File: src/mi4_ram.sv
// ----------------------------------------------------------------------------
// mi4_ram : generic single-port-write, single-port-read RAM
// One write and one registered read per cycle.
// ----------------------------------------------------------------------------
`default_nettype none
module mi4_ram #(
    parameter int WIDTH = 32,
    parameter int DEPTH = 16
) (
    input  wire logic                     i_clk,
    input  wire logic                     i_we,
    input  wire logic [$clog2(DEPTH)-1:0] i_waddr,
    input  wire logic [WIDTH-1:0]         i_wdata,
    input  wire logic [$clog2(DEPTH)-1:0] i_raddr,
    output logic      [WIDTH-1:0]         o_rdata
);

    logic [WIDTH-1:0] r_mem [DEPTH];

    always_ff @(posedge i_clk) begin
        if (i_we) begin
            r_mem[i_waddr] <= i_wdata;
        end
        o_rdata <= r_mem[i_raddr];
    end

endmodule
`default_nettype wire

File: config.mk
export PLATFORM = sky130hd
export DESIGN_NAME = mi4_ram
export DESIGN_NICKNAME = d
export VERILOG_FILES = /design/src/mi4_ram.sv
export SDC_FILE = /design/constraint.sdc
export NUM_CORES = 1
export LEC_CHECK = 0
export BUFFER_PORTS_ARGS = -buffer_cell sky130_fd_sc_hd__buf_2
export CORE_MARGIN = 3
export CORE_UTILIZATION = 56
export DETAILED_ROUTE_END_ITERATION = 10
export MAX_ROUTING_LAYER = met4
export PLACE_DENSITY = 0.73
export SLEW_MARGIN = 20
export SYNTH_ARGS = -nofsm -noshare
export SYNTH_HDL_FRONTEND = slang
export SYNTH_SLANG_ARGS = --single-unit
File: constraint.sdc
create_clock -name i_clk -period 10.1 [get_ports i_clk]
set_input_delay 3.03 -clock i_clk [delete_from_list [all_inputs] [get_ports i_clk]]
set_output_delay 3.03 -clock i_clk [all_outputs]
set_load 0.03 [all_outputs]
# Word-level counts from Yosys, hierarchy flattened
# Memories as Yosys holds them, arrays and structs flattened. A register that Yosys moved wholly into a read port is not among the register bits.
# Index checks and enable logic that the tools add are counted.
[word_totals]
reg_bits = 0
mem_bits_rw = 512
in_bits = 42
output_inout_bits = 32
wordCells = 3
memories = 1
[mem_list]
columns = ["memory", "words", "word_bits", "read_ports", "rd_clocked_by_memory_dff", "wr", "line_no", "text"]
rows = [
  ["r_mem", 16, 32, 1, 1, 1, "18", "logic [WIDTH-1:0] r_mem [DEPTH];"],
]
[op_classes]
mux = 2
[ops]
columns = ["cell", "count"]
rows = [
  ["two-way mux 1 bit", 2],
]

# Depth between registers and ports, before layout
[depth]
word_depth = 2
mapped_depth = 5
depth_no_buf = 3

# Worst setup path after synthesis
# OpenSTA, ideal clock, no wires.
[synth_path]
path_type = "input to register"
from = "input i_waddr[2]"
to = "memory r_mem[0][0] (enable)"
setup_ns = 0.461
arrival_ns = 5.748
setup_slack_ns = 3.890
cell_stages = 2
path_buffers = 0
cell_sequence = "or3b_2 -> nor3_1"
[synth_rtl]
columns = ["item", "line_no", "text"]
rows = [
  ["from (decl)", "12", "input wire logic [$clog2(DEPTH)-1:0] i_waddr,"],
  ["to (decl)", "18", ""],
]
# Straight into the memory's write port.

==> flow_summary.yaml <==
outcome:
  status: "finished clean"
drt:
  post_drt_wl_per_cell_microns: 27.9
  num_vias: 9015
  drtPass1Iterations: 4
  ant_nets: 0
  viasPerCell: 6.26
  totalWireLength_microns: 40100
  drc: 0
  drt_first_iter_violations: 855
synthesis:
  netlist_top_cells_area: "edfxtp_1 (77%), mux4_2 (15%), dfxtp_1 (3.2%), a22oi_1 (2.4%), nand2_1 (0.62%)"
  synth-simple-area-share_pct: 1.27
  yosysTopAreaCell: "edfxtp_1"
  synthAdderAreaFrac_pct: 0
  ys_seq_elements: 544
  synth_mux_area_share_pct: 14.5
  ys_seq_area_share_pct: 80.7
  synth_cells: 838
  syn_area_sq_mm: 0.0199
  syn_avg_cell_area_sq_um: 23.7
  synth.yosys.warnings: 0
  synth_top_family_by_area: "multiplexers"
  synth_compound_gate_area_share_pct: 2.42
  ys_types: 18
  netlist.area_leader.share_pct: 77.4
  synth.net_count: 880
  synthXorXnorAreaFrac_pct: 0
die:
  rows: 68
  die_y_microns: 194
  die_area_sq_mm: 0.0377
  start_util_pct: 57.2
  pin_count: 74
  design.core.area_sq_mm: 0.0347
  fp.dieW_microns: 194
setup_path:
  worst-path-max-fanout: 69
  crit_type: "in2reg"
  rr_worst_depth: 3
  worstSetupEndpointType: "register"
  cp.required_ps: 10530
  cp_data_arrival_time_ps: 5440
  crit_path_start_kind: "input pin"
timing:
  grt_setup_unrepaired: "false"
  slew_headroom_pct: 26.6
  period_needed_ps: 5010
  finClkSkew_ps: 13.8
  period_share_pct: 49.6
  tns_ps: 0
  hold_viol_final: 0
  fmax_ghz: 0.200
  final_max_slew_viol_count: 0
  setup_violations: 0
  worst_pin_slew_ps: 1100
power:
  peakVddDrop_mv: 0.129
  pwr_density_cell_mw_per_mm2: 203
  leakage_nw: 7.21
  total_power_mw: 4.56
hold_path:
  hold_depth: 3
  hp-class: "reg2reg"
finish:
  area_growth_pct: 13.1
  utilization_pct: 64.7
  design_area_sq_mm: 0.0224
  fillers: 2230
  fin_nets: 985
  fin_cells: 1441
  layout-drive-gt1-share_pct: 31.5
clock_network:
  htreeDepth: 2
  clk_path_buf_depth: 3
  cts_tree: "yes"
  cts_setup_buffers: 0
  clk_pin_slew_worst_paths_ps: 60
  cts_sinks: 544
  ctsResizeCount: 0
  holdBufCountCts: 0
  clock_latency_ps: 560
  cts_buffers: 51
  cts_root_buffer: "clkbuf_16"
grt:
  overflow: 0
  grt_pass1_vias: 9312
  gr-usage-all-layers_pct: 22.2
  grt_max_degree: 70
  antenna_found_initial: 2
  grt_pass1_wl_microns: 60500
placed_design:
  port_buffers: 73
  post-dp-hpwl_microns: 18100
  gp_congestion: 0.692
  dp_cells: 1345
  placed_area_sq_mm: 0.0209
job:
  maxCapViolCount: 0
-- cell usage in the layout (no fill, tap or decap) --
cell type / n
and2_2: 1
clkinv_1: 12
clkbuf_1: 15
nand2_1: 33
clkinv_4: 1
bufinv_16: 1
clkbuf_16: 53
or3b_2: 1
nand2b_1: 2
clkbuf_8: 6
buf_4: 23
nand3b_1: 2
nand3_1: 1
edfxtp_1: 512
nor3_2: 4
nor2_4: 13
diode_2: 3
buf_2: 71
a22oi_1: 64
dfxtp_1: 32
nor2b_4: 2
clkinv_2: 6
mux4_2: 128
-- flip-flops by register name, indices dropped and copies added, names as in the netlist --
signal	flops
r_mem	512
o_rdata	32
-- synthesized netlist by cell type --
library cell	n
a22oi_1	64
or3b_2	1
nor2b_1	2
buf_2	4
dfxtp_1	32
nand3b_1	2
and2_1	1
buf_1	9
nand2_1	33
clkbuf_1	17
edfxtp_1	512
buf_4	11
buf_6	2
nand3_1	1
nor2_1	13
nor3_1	4
nand2b_1	2
mux4_2	128
-- report_power, final --
group / total (mW) / internal, mW / switching, mW
registers: 2.54 / 2.52 / 0.0166
logic: 0.239 / 0.0886 / 0.150
clock network: 1.79 / 1.02 / 0.766
total: 4.56 / 3.63 / 0.932
-- final cells by class --
class	count	area [sq um]	area share [%]
Clock inverter	20	114	0.507
Antenna cell	3	7.51	0.0334
Timing Repair Buffer	95	542	2.41
Sequential cell	544	16000	71.3
Clock buffer	73	1450	6.47
Tap cell	455	569	2.54
Multi-Input combinational cell	251	3750	16.7
-- cell families after synthesis --
group / count (synthesis)
buffers and inverters: 43
and+or+nand+nor: 59
DFF: 544
muxes: 128
AOI/OAI and AO/OA: 64
-- worst max-delay path, cell delays in order --
cell and delay (ps):
buf_4 760, buf_4 790, mux4_2 420, a22oi_1 220
nand2_1 100
-- through the flow --
| stage | hold WS (ps) | worst slack (ps) |
|---|---|---|
| floorplan | 635 | 3890 |
| global placement | 646 | 4560 |
| detailed placement | 656 | 4510 |
| CTS | 670 | 5100 |
| global route | 686 | 4950 |
| finish | 667 | 5090 |
-- worst paths after layout --
check	end	from	slack, ps
hold reg to reg	o_rdata[14]	r_mem[15][14]	670
setup reg to reg	o_rdata[27]	r_mem[8][27]	8750
hold / removal	o_rdata[14]	r_mem[15][14]	670
setup / recovery	o_rdata[19]	i_raddr[1]	5090
-- per-layer routing --
metal	wire [microns]	GRT usage [%]
met4	722	5.51
met3	2600	3.87
met1	16500	30.9
met5	0	-
met2	20300	35.3
(Power assumes the default switching activity.)
