**src/mi4_pkg.sv**
```systemverilog
// ----------------------------------------------------------------------------
// mi4_pkg : shared constants and types for the 4x4 matrix inverse core
// Default widths plus the control structs passed between the core and its
// arithmetic units.
// ----------------------------------------------------------------------------
`default_nettype none
package mi4_pkg;

    localparam int MI4_DATA_WIDTH = 32;
    localparam int MI4_FRAC_BITS  = 16;

    // command to the multiply-accumulate unit
    typedef struct packed {
        logic start;
        logic neg;
    } t_mac_cmd;

    // status back from the divider
    typedef struct packed {
        logic done;
        logic sat;
    } t_div_stat;

endpackage
`default_nettype wire

```
**src/mi4_mac.sv**
```systemverilog
// ----------------------------------------------------------------------------
// mi4_mac : bit-serial signed multiply-accumulate
// acc = init +/- a*b, one multiplier bit per cycle.
// ----------------------------------------------------------------------------
`default_nettype none
module mi4_mac #(
    parameter int DATA_WIDTH = 32,
    parameter int ACC_WIDTH  = 132
) (
    input  wire logic                     i_clk,
    input  wire logic                     i_rst_n,
    input  wire mi4_pkg::t_mac_cmd        i_cmd,
    input  wire logic [ACC_WIDTH-1:0]     i_a,
    input  wire logic [DATA_WIDTH-1:0]    i_b,
    input  wire logic [ACC_WIDTH-1:0]     i_init,
    output logic                          o_done,
    output logic      [ACC_WIDTH-1:0]     o_acc
);
    import mi4_pkg::*;

    localparam int CNTW = $clog2(DATA_WIDTH);

    logic                  r_run;
    logic                  r_done;
    logic                  r_neg;
    logic [CNTW-1:0]       r_cnt;
    logic [ACC_WIDTH-1:0]  r_ma;
    logic [DATA_WIDTH-1:0] r_mb;
    logic [ACC_WIDTH-1:0]  r_acc;

    logic                  last;
    logic                  sub;
    logic [ACC_WIDTH-1:0]  term;

    // top bit of b carries negative weight
    assign last = (r_cnt == CNTW'(DATA_WIDTH - 1));
    assign sub  = r_neg ^ last;
    assign term = r_mb[0] ? r_ma : '0;

    always_ff @(posedge i_clk) begin
        if (!i_rst_n) begin
            r_run  <= 1'b0;
            r_done <= 1'b0;
        end else begin
            r_done <= 1'b0;
            if (i_cmd.start) begin
                r_run <= 1'b1;
            end else if (r_run && last) begin
                r_run  <= 1'b0;
                r_done <= 1'b1;
            end
        end
        if (i_cmd.start) begin
            r_ma  <= i_a;
            r_mb  <= i_b;
            r_acc <= i_init;
            r_neg <= i_cmd.neg;
            r_cnt <= '0;
        end else if (r_run) begin
            r_acc <= r_acc + (term ^ {ACC_WIDTH{sub}}) + ACC_WIDTH'(sub);
            r_ma  <= {r_ma[ACC_WIDTH-2:0], 1'b0};
            r_mb  <= {1'b0, r_mb[DATA_WIDTH-1:1]};
            r_cnt <= r_cnt + CNTW'(1);
        end
    end

    assign o_done = r_done;
    assign o_acc  = r_acc;

endmodule
`default_nettype wire

```
**config.mk**
```make
export PLATFORM = sky130hd
export DESIGN_NAME = mi4_mac
export DESIGN_NICKNAME = d
export VERILOG_FILES = /design/src/mi4_pkg.sv /design/src/mi4_mac.sv
export SDC_FILE = /design/constraint.sdc
export NUM_CORES = 1
export LEC_CHECK = 0
export BUFFER_PORTS_ARGS = -buffer_cell sky130_fd_sc_hd__buf_2
export CORE_MARGIN = 1
export CORE_UTILIZATION = 52
export CTS_CLUSTER_SIZE = 24
export DETAILED_ROUTE_END_ITERATION = 6
export GPL_TIMING_DRIVEN = 0
export PLACE_DENSITY_LB_ADDON = 0.15
export SLEW_MARGIN = 40
export SYNTH_ARGS = -nofsm -noshare
export SYNTH_HDL_FRONTEND = slang
export SYNTH_SLANG_ARGS = --single-unit
```
**constraint.sdc**
```tcl
create_clock -name i_clk -period 7.25 [get_ports i_clk]
set_clock_uncertainty 0.15 [all_clocks]
set_input_delay 1.45 -clock i_clk [delete_from_list [all_inputs] [get_ports i_clk]]
set_output_delay 1.45 -clock i_clk [all_outputs]
set_load 0.03 [all_outputs]
```
After elaboration in Yosys (flattened, before gate mapping)
Index checks and enable logic that the tools add are counted.

storage, ports and cells
  bits in registers = 304
  input port bits = 300
  output and inout bits = 133
  logic and storage cells = 28

operators by class
  add/sub/neg operators = 3
  eq/ne operators = 1
  mux-type cells = 10
  bitwise logic cells = 3
  reductions and logical operators = 4

operator list
  kind                   number
  $mux W132              5
  $add A132 B1 Y132      1
  $add A132 B132 Y132    1
  $xor A132 B132 Y132    1
  $mux W32               2
  $add A5 B1 Y5 const B  1
  $eq A5 B5 Y1 const B   1
  $reduce_bool A2 Y1     2
  $mux W1                3
  $reduce_or A2 Y1       1
  $logic_and A1 B1 Y1    1
  $not A1 Y1             1
  $xor A1 B1 Y1          1

Logic depth before layout (Yosys ltp)
  depth in word-level cells = 7
  depth in mapped cells = 19
  gate-level depth less buffers = 16

Worst setup path after synthesis
Ideal clock, no wire load.

  path type = input to register
  start = in i_cmd[1] (netlist bit)
  end = reg r_acc[0] (netlist: o_acc[0]) (enable)
  setup time = 535 ps
  data arrival time = 6174 ps
  data required time = 6565 ps
  slack = 391 ps
  cell stages on the path = 6
  buffers on the path = 5
  cell sequence = clkbuf_1 -> clkbuf_8 -> buf_6 -> clkbuf_1 -> buf_1 -> or2_2

on the way
  word-level cells in the longest chain between the ends = 1

ends and longest elaborated chain
  element                              line           RTL
  start: declaration                   mi4_mac.sv:12  input wire mi4_pkg::t_mac_cmd i_cmd,
  $reduce_bool A2 Y1 (no source line)  --
  end signal: assignment               mi4_mac.sv:56  r_acc <= i_init;
  end signal: assignment               mi4_mac.sv:60  r_acc <= r_acc + (term ^ {ACC_WIDTH{sub}}) + ACC_WIDTH'(sub);
  end: declaration                     mi4_mac.sv:29  logic [ACC_WIDTH-1:0] r_acc;

Every way passes these cells.
A chain may end at the register's enable or synchronous reset.

Worst setup path in the final report
  start = reg r_cnt[0]
  end = reg r_acc[123] (netlist: o_acc[123]), data pin

on the way
  word-level cells in the longest chain between the ends = 7

ends and longest elaborated chain
  element                   line           RTL
  start: declaration        mi4_mac.sv:26  logic [CNTW-1:0] r_cnt;
  start signal: assignment  mi4_mac.sv:63  r_cnt <= r_cnt + CNTW'(1);
  $eq A5 B5 Y1 (*)          mi4_mac.sv:36  assign last = (r_cnt == CNTW'(DATA_WIDTH - 1));
  $xor A1 B1 Y1 (*)         mi4_mac.sv:37  assign sub = r_neg ^ last;
  $xor A132 B132 Y132       mi4_mac.sv:60
  $add A132 B132 Y132       mi4_mac.sv:60
  $add A132 B1 Y132 (*)     mi4_mac.sv:60
  $mux W132 (*)             mi4_mac.sv:59  end else if (r_run) begin
  $mux W132 (*)             mi4_mac.sv:53  if (i_cmd.start) begin

Every way passes the cells marked *; elsewhere a longest branch is shown, timed or not. The select of a mux whose other input is x is not followed.

==> impl_metrics.env <==
export IMPL_status="finished, violations left"
export IMPL_violations="design-rule violations"
export IMPL_hold_viol=0
export IMPL_cts_htree_levels=2
export IMPL_cp_end_kind="flop"
export IMPL_yosys_warnings=0
export IMPL_power_density_nw_per_um2=405
export IMPL_synth_edf_count=297
export IMPL_area_growth_pct=17.9
export IMPL_wl_per_cell_um=23.5
export IMPL_first_iter_violations=2087
export IMPL_vias_per_cell=6.15
export IMPL_critPathMaxFanout=10
export IMPL_layoutNonFillerInstCount=3651
export IMPL_ys_seq_area_share_pct=38.3
export IMPL_rsz0062_at_grt="no"
export IMPL_dieWidth_um=215
export IMPL_synthFlopType="edfxtp_1"
export IMPL_clock_root_buffer="clkbuf_16"
export IMPL_crit_path_start="r_cnt[0]$_SDFFE_PP0P_"
export IMPL_grt_max_degree=45
export IMPL_p_leak_nw=11.4
export IMPL_worst_slack_ps=286
export IMPL_grt_overflow_total=0
export IMPL_cts_reportedPaths_clkPinSlew_ps=70
export IMPL_hp_start="r_cnt[4]$_SDFFE_PP0P_"
export IMPL_placed_cell_area_sq_um=26800
export IMPL_dp_cells=3580
export IMPL_netlist_area_sq_um=23700
export IMPL_drive_gt1_share_pct=24.3
export IMPL_syn_area_per_cell_sq_um=9.29
export IMPL_nets=3460
export IMPL_crit_family="compound AO/OA/AOI/OAI gates"
export IMPL_min_path_type="reg2reg"
export IMPL_core_area_sq_um=44600
export IMPL_antenna_found_initial=5
export IMPL_min_period_ps=6960
export IMPL_cts_tree="done"
export IMPL_max_slew_margin_pct=30.3
export IMPL_drt_wl_total_um=85900
export IMPL_rows=77
export IMPL_grt_pass1_wl_um=128000
export IMPL_ir_drop_v=0.000272
export IMPL_worstSetupPathType="reg2reg"
export IMPL_synth_cells=2549
export IMPL_crit_slowest_cell="a2111oi_1"
export IMPL_cts_inserted_buffers=37
export IMPL_die_area_sq_um=46400
export IMPL_setup_viol=0
export IMPL_critPathMostFrequentCell="ha_1"
export IMPL_max_clock_freq_mhz=144
export IMPL_clock_latency_ps=580
export IMPL_routabilityCongestion=0.991
export IMPL_r2r_start="r_cnt[0]$_SDFFE_PP0P_"
export IMPL_power_mw=11.3
export IMPL_cts_sinks=304
export IMPL_grt_pass1_vias=21753
export IMPL_post_route_period_util_pct=96.1
export IMPL_ys_seq_elements=304
export IMPL_pre_cts_ws_ps=84.8
export IMPL_drtAntennaViolNets=0
export IMPL_grtUsageTotal_pct=36.0
export IMPL_first_pass_iters=7
export IMPL_cp_cell_sequence="ha_1 -> and3_1 -> ha_1 -> xor2_2 -> clkbuf_2 -> clkdlybuf4s15_2 -> xnor2_1 -> ha_1 -> a21oi_1 -> o21ai_0 -> a221o_1 -> o31a_1 -> o21a_1 -> o211a_1 -> a211oi_2 -> o21bai_1 -> a2111oi_1 -> a221oi_1"
export IMPL_synth_cell_types=87
export IMPL_clockBufferDepth=3
export IMPL_worstMarginPinSlew_ps=1020
export IMPL_final_area_sq_um=27900
export IMPL_drv_slew=0
export IMPL_port_buffers=432
export IMPL_slowest_delay_ps=770
export IMPL_crit_buf_inv=2
export IMPL_postCtsHoldBufs=0
export IMPL_die_y_um=215
export IMPL_critical_path_arrival_ps=7080
export IMPL_drv_cap=0
export IMPL_drc=13
export IMPL_initial_core_util_pct=53.1
export IMPL_ys_async_sr_fraction_pct=0
export IMPL_vias=22459
export IMPL_io_pins=433
export IMPL_worstPathRequired_ps=7360
export IMPL_syn_nets=2982
export IMPL_startpoint_type="flop"
export IMPL_hpwlAfterDp_um=68300
[worst paths after layout]
path              slack, ps                     to  cells past startpoint
hold / removal          370  r_cnt[4]$_SDFFE_PP0P_                      2
setup reg to reg        290   o_acc[123]$_DFFE_PP_                     18
setup / recovery        290   o_acc[123]$_DFFE_PP_                     18
hold reg to reg         370  r_cnt[4]$_SDFFE_PP0P_                      2
[cells by family after synthesis]
logic type | count (synthesis) | synth area share (%)
AND/OR/NAND/NOR | 783 | 14.9
AO/OA/AOI/OAI | 712 | 18.7
flip-flops | 304 | 38.3
XOR/XNOR | 241 | 8.91
buffers and inverters | 204 | 3.98
multiplexers | 172 | 8.15
adder cells (fa/ha/maj) | 133 | 7.06
[through the flow]
step / util (%) / hold WS (ps) / setup TNS (ps)
after floorplan: - / 317 / 0
after global placement: 59.6 / 335 / -919540
after detailed placement: 60.0 / 348 / 0
after CTS: 62.5 / 369 / 0
after global routing: 62.6 / 410 / 0
final: 62.6 / 375 / 0
[sequential cells by signal (all words and copies together) (netlist names)]
| register | cells |
|---|---|
| o_acc | 132 |
| r_ma | 132 |
| r_mb | 32 |
| r_cnt | 5 |
| o_done | 1 |
| r_neg | 1 |
| r_run | 1 |
[layout make-up]
cell class | count | area [sq um]
clock buffer | 51 | 1040
clock inverter | 16 | 90.1
sequential | 304 | 9060
multi-input combinational | 2041 | 13700
tap | 592 | 741
inverter | 48 | 180
buffer | 156 | 792
timing repair buffer | 439 | 2300
fill | 3835 | 16700
antenna | 4 | 10.0
[repair_timing]
action	in CTS	in global routing
endpoints found under the setup margin	1	10
buffers inserted	0	0
gates resized for setup	2	6
[layout by cell type, fill, tap and decap left out, types with 8 or more instances in the layout]
| master | instances |
|---|---|
| clkbuf_8 | 11 |
| mux2_2 | 167 |
| nor4_1 | 9 |
| xor2_1 | 40 |
| a221oi_1 | 9 |
| a31oi_1 | 16 |
| o21bai_1 | 55 |
| and2_1 | 10 |
| or2_2 | 9 |
| clkbuf_2 | 15 |
| nor2_1 | 136 |
| xnor2_1 | 200 |
| nor2b_1 | 9 |
| nor3_1 | 45 |
| o31ai_1 | 16 |
| clkbuf_1 | 118 |
| buf_2 | 438 |
| nand2b_1 | 15 |
| edfxtp_1 | 297 |
| o21ai_0 | 208 |
| o211ai_1 | 10 |
| a21o_1 | 76 |
| a21oi_1 | 203 |
| ha_1 | 132 |
| inv_1 | 48 |
| nand3_1 | 19 |
| nand4_1 | 70 |
| o21a_1 | 19 |
| a21boi_0 | 16 |
| buf_6 | 8 |
| or3_1 | 10 |
| and3_1 | 15 |
| clkbuf_16 | 39 |
| nand2_1 | 405 |
[report_power, final]
group / switching, mW / internal, mW / total, mW
Clock: 0.798 / 1.01 / 1.81
Sequential: 0.316 / 2.49 / 2.80
Combinational: 4.37 / 2.34 / 6.71
Total: 5.48 / 5.83 / 11.3
[cell usage after synthesis, types with 7 or more instances]
cell type  number  share of area (%)
buf_6           8               0.38
o21a_1         19               0.60
ha_1          132                7.0
a211oi_1        8               0.25
nor4_1         10               0.26
nand3_1        19               0.40
o31ai_1        16               0.51
mux2_2        167                7.9
a21boi_0       16               0.51
a31oi_1        16               0.42
or3_1          10               0.26
or2_2          10               0.26
clkbuf_8        9               0.52
buf_1          13               0.21
a221oi_1        9               0.33
a21o_1         76                2.4
nor3_1         45               0.95
o21ai_0       209                4.4
nand2_1       405                6.4
nand2b_1       15               0.40
dfxtp_1         7               0.59
nand4_1        70                1.8
xor2_1         41                1.5
edfxtp_1      297                 38
nor2_1        136                2.2
and2_1         10               0.26
clkbuf_1      118                1.9
o21bai_1       55                1.7
a21oi_1       203                4.3
nor2b_1         9               0.24
xnor2_1       200                7.4
inv_1          48               0.76
o211ai_1       10               0.32
and3_1         15               0.40
[tightest hold or removal path, stage by stage, from the launching register on]
cell and delay (ps):
dfxtp_1 330, mux2i_1 70, nor2_1 90
[layer usage]
layer  vias to the layer above  wire [um]  global-route usage, %
met1                     10845      36600                   49.6
met3                       179       7590                   6.09
met2                      1108      38100                   56.2
li1                      10325          -                      -
met5                         -         13                      0
met4                         2       3600                   14.6
Note: power is estimated with default switching activity, not from simulation.
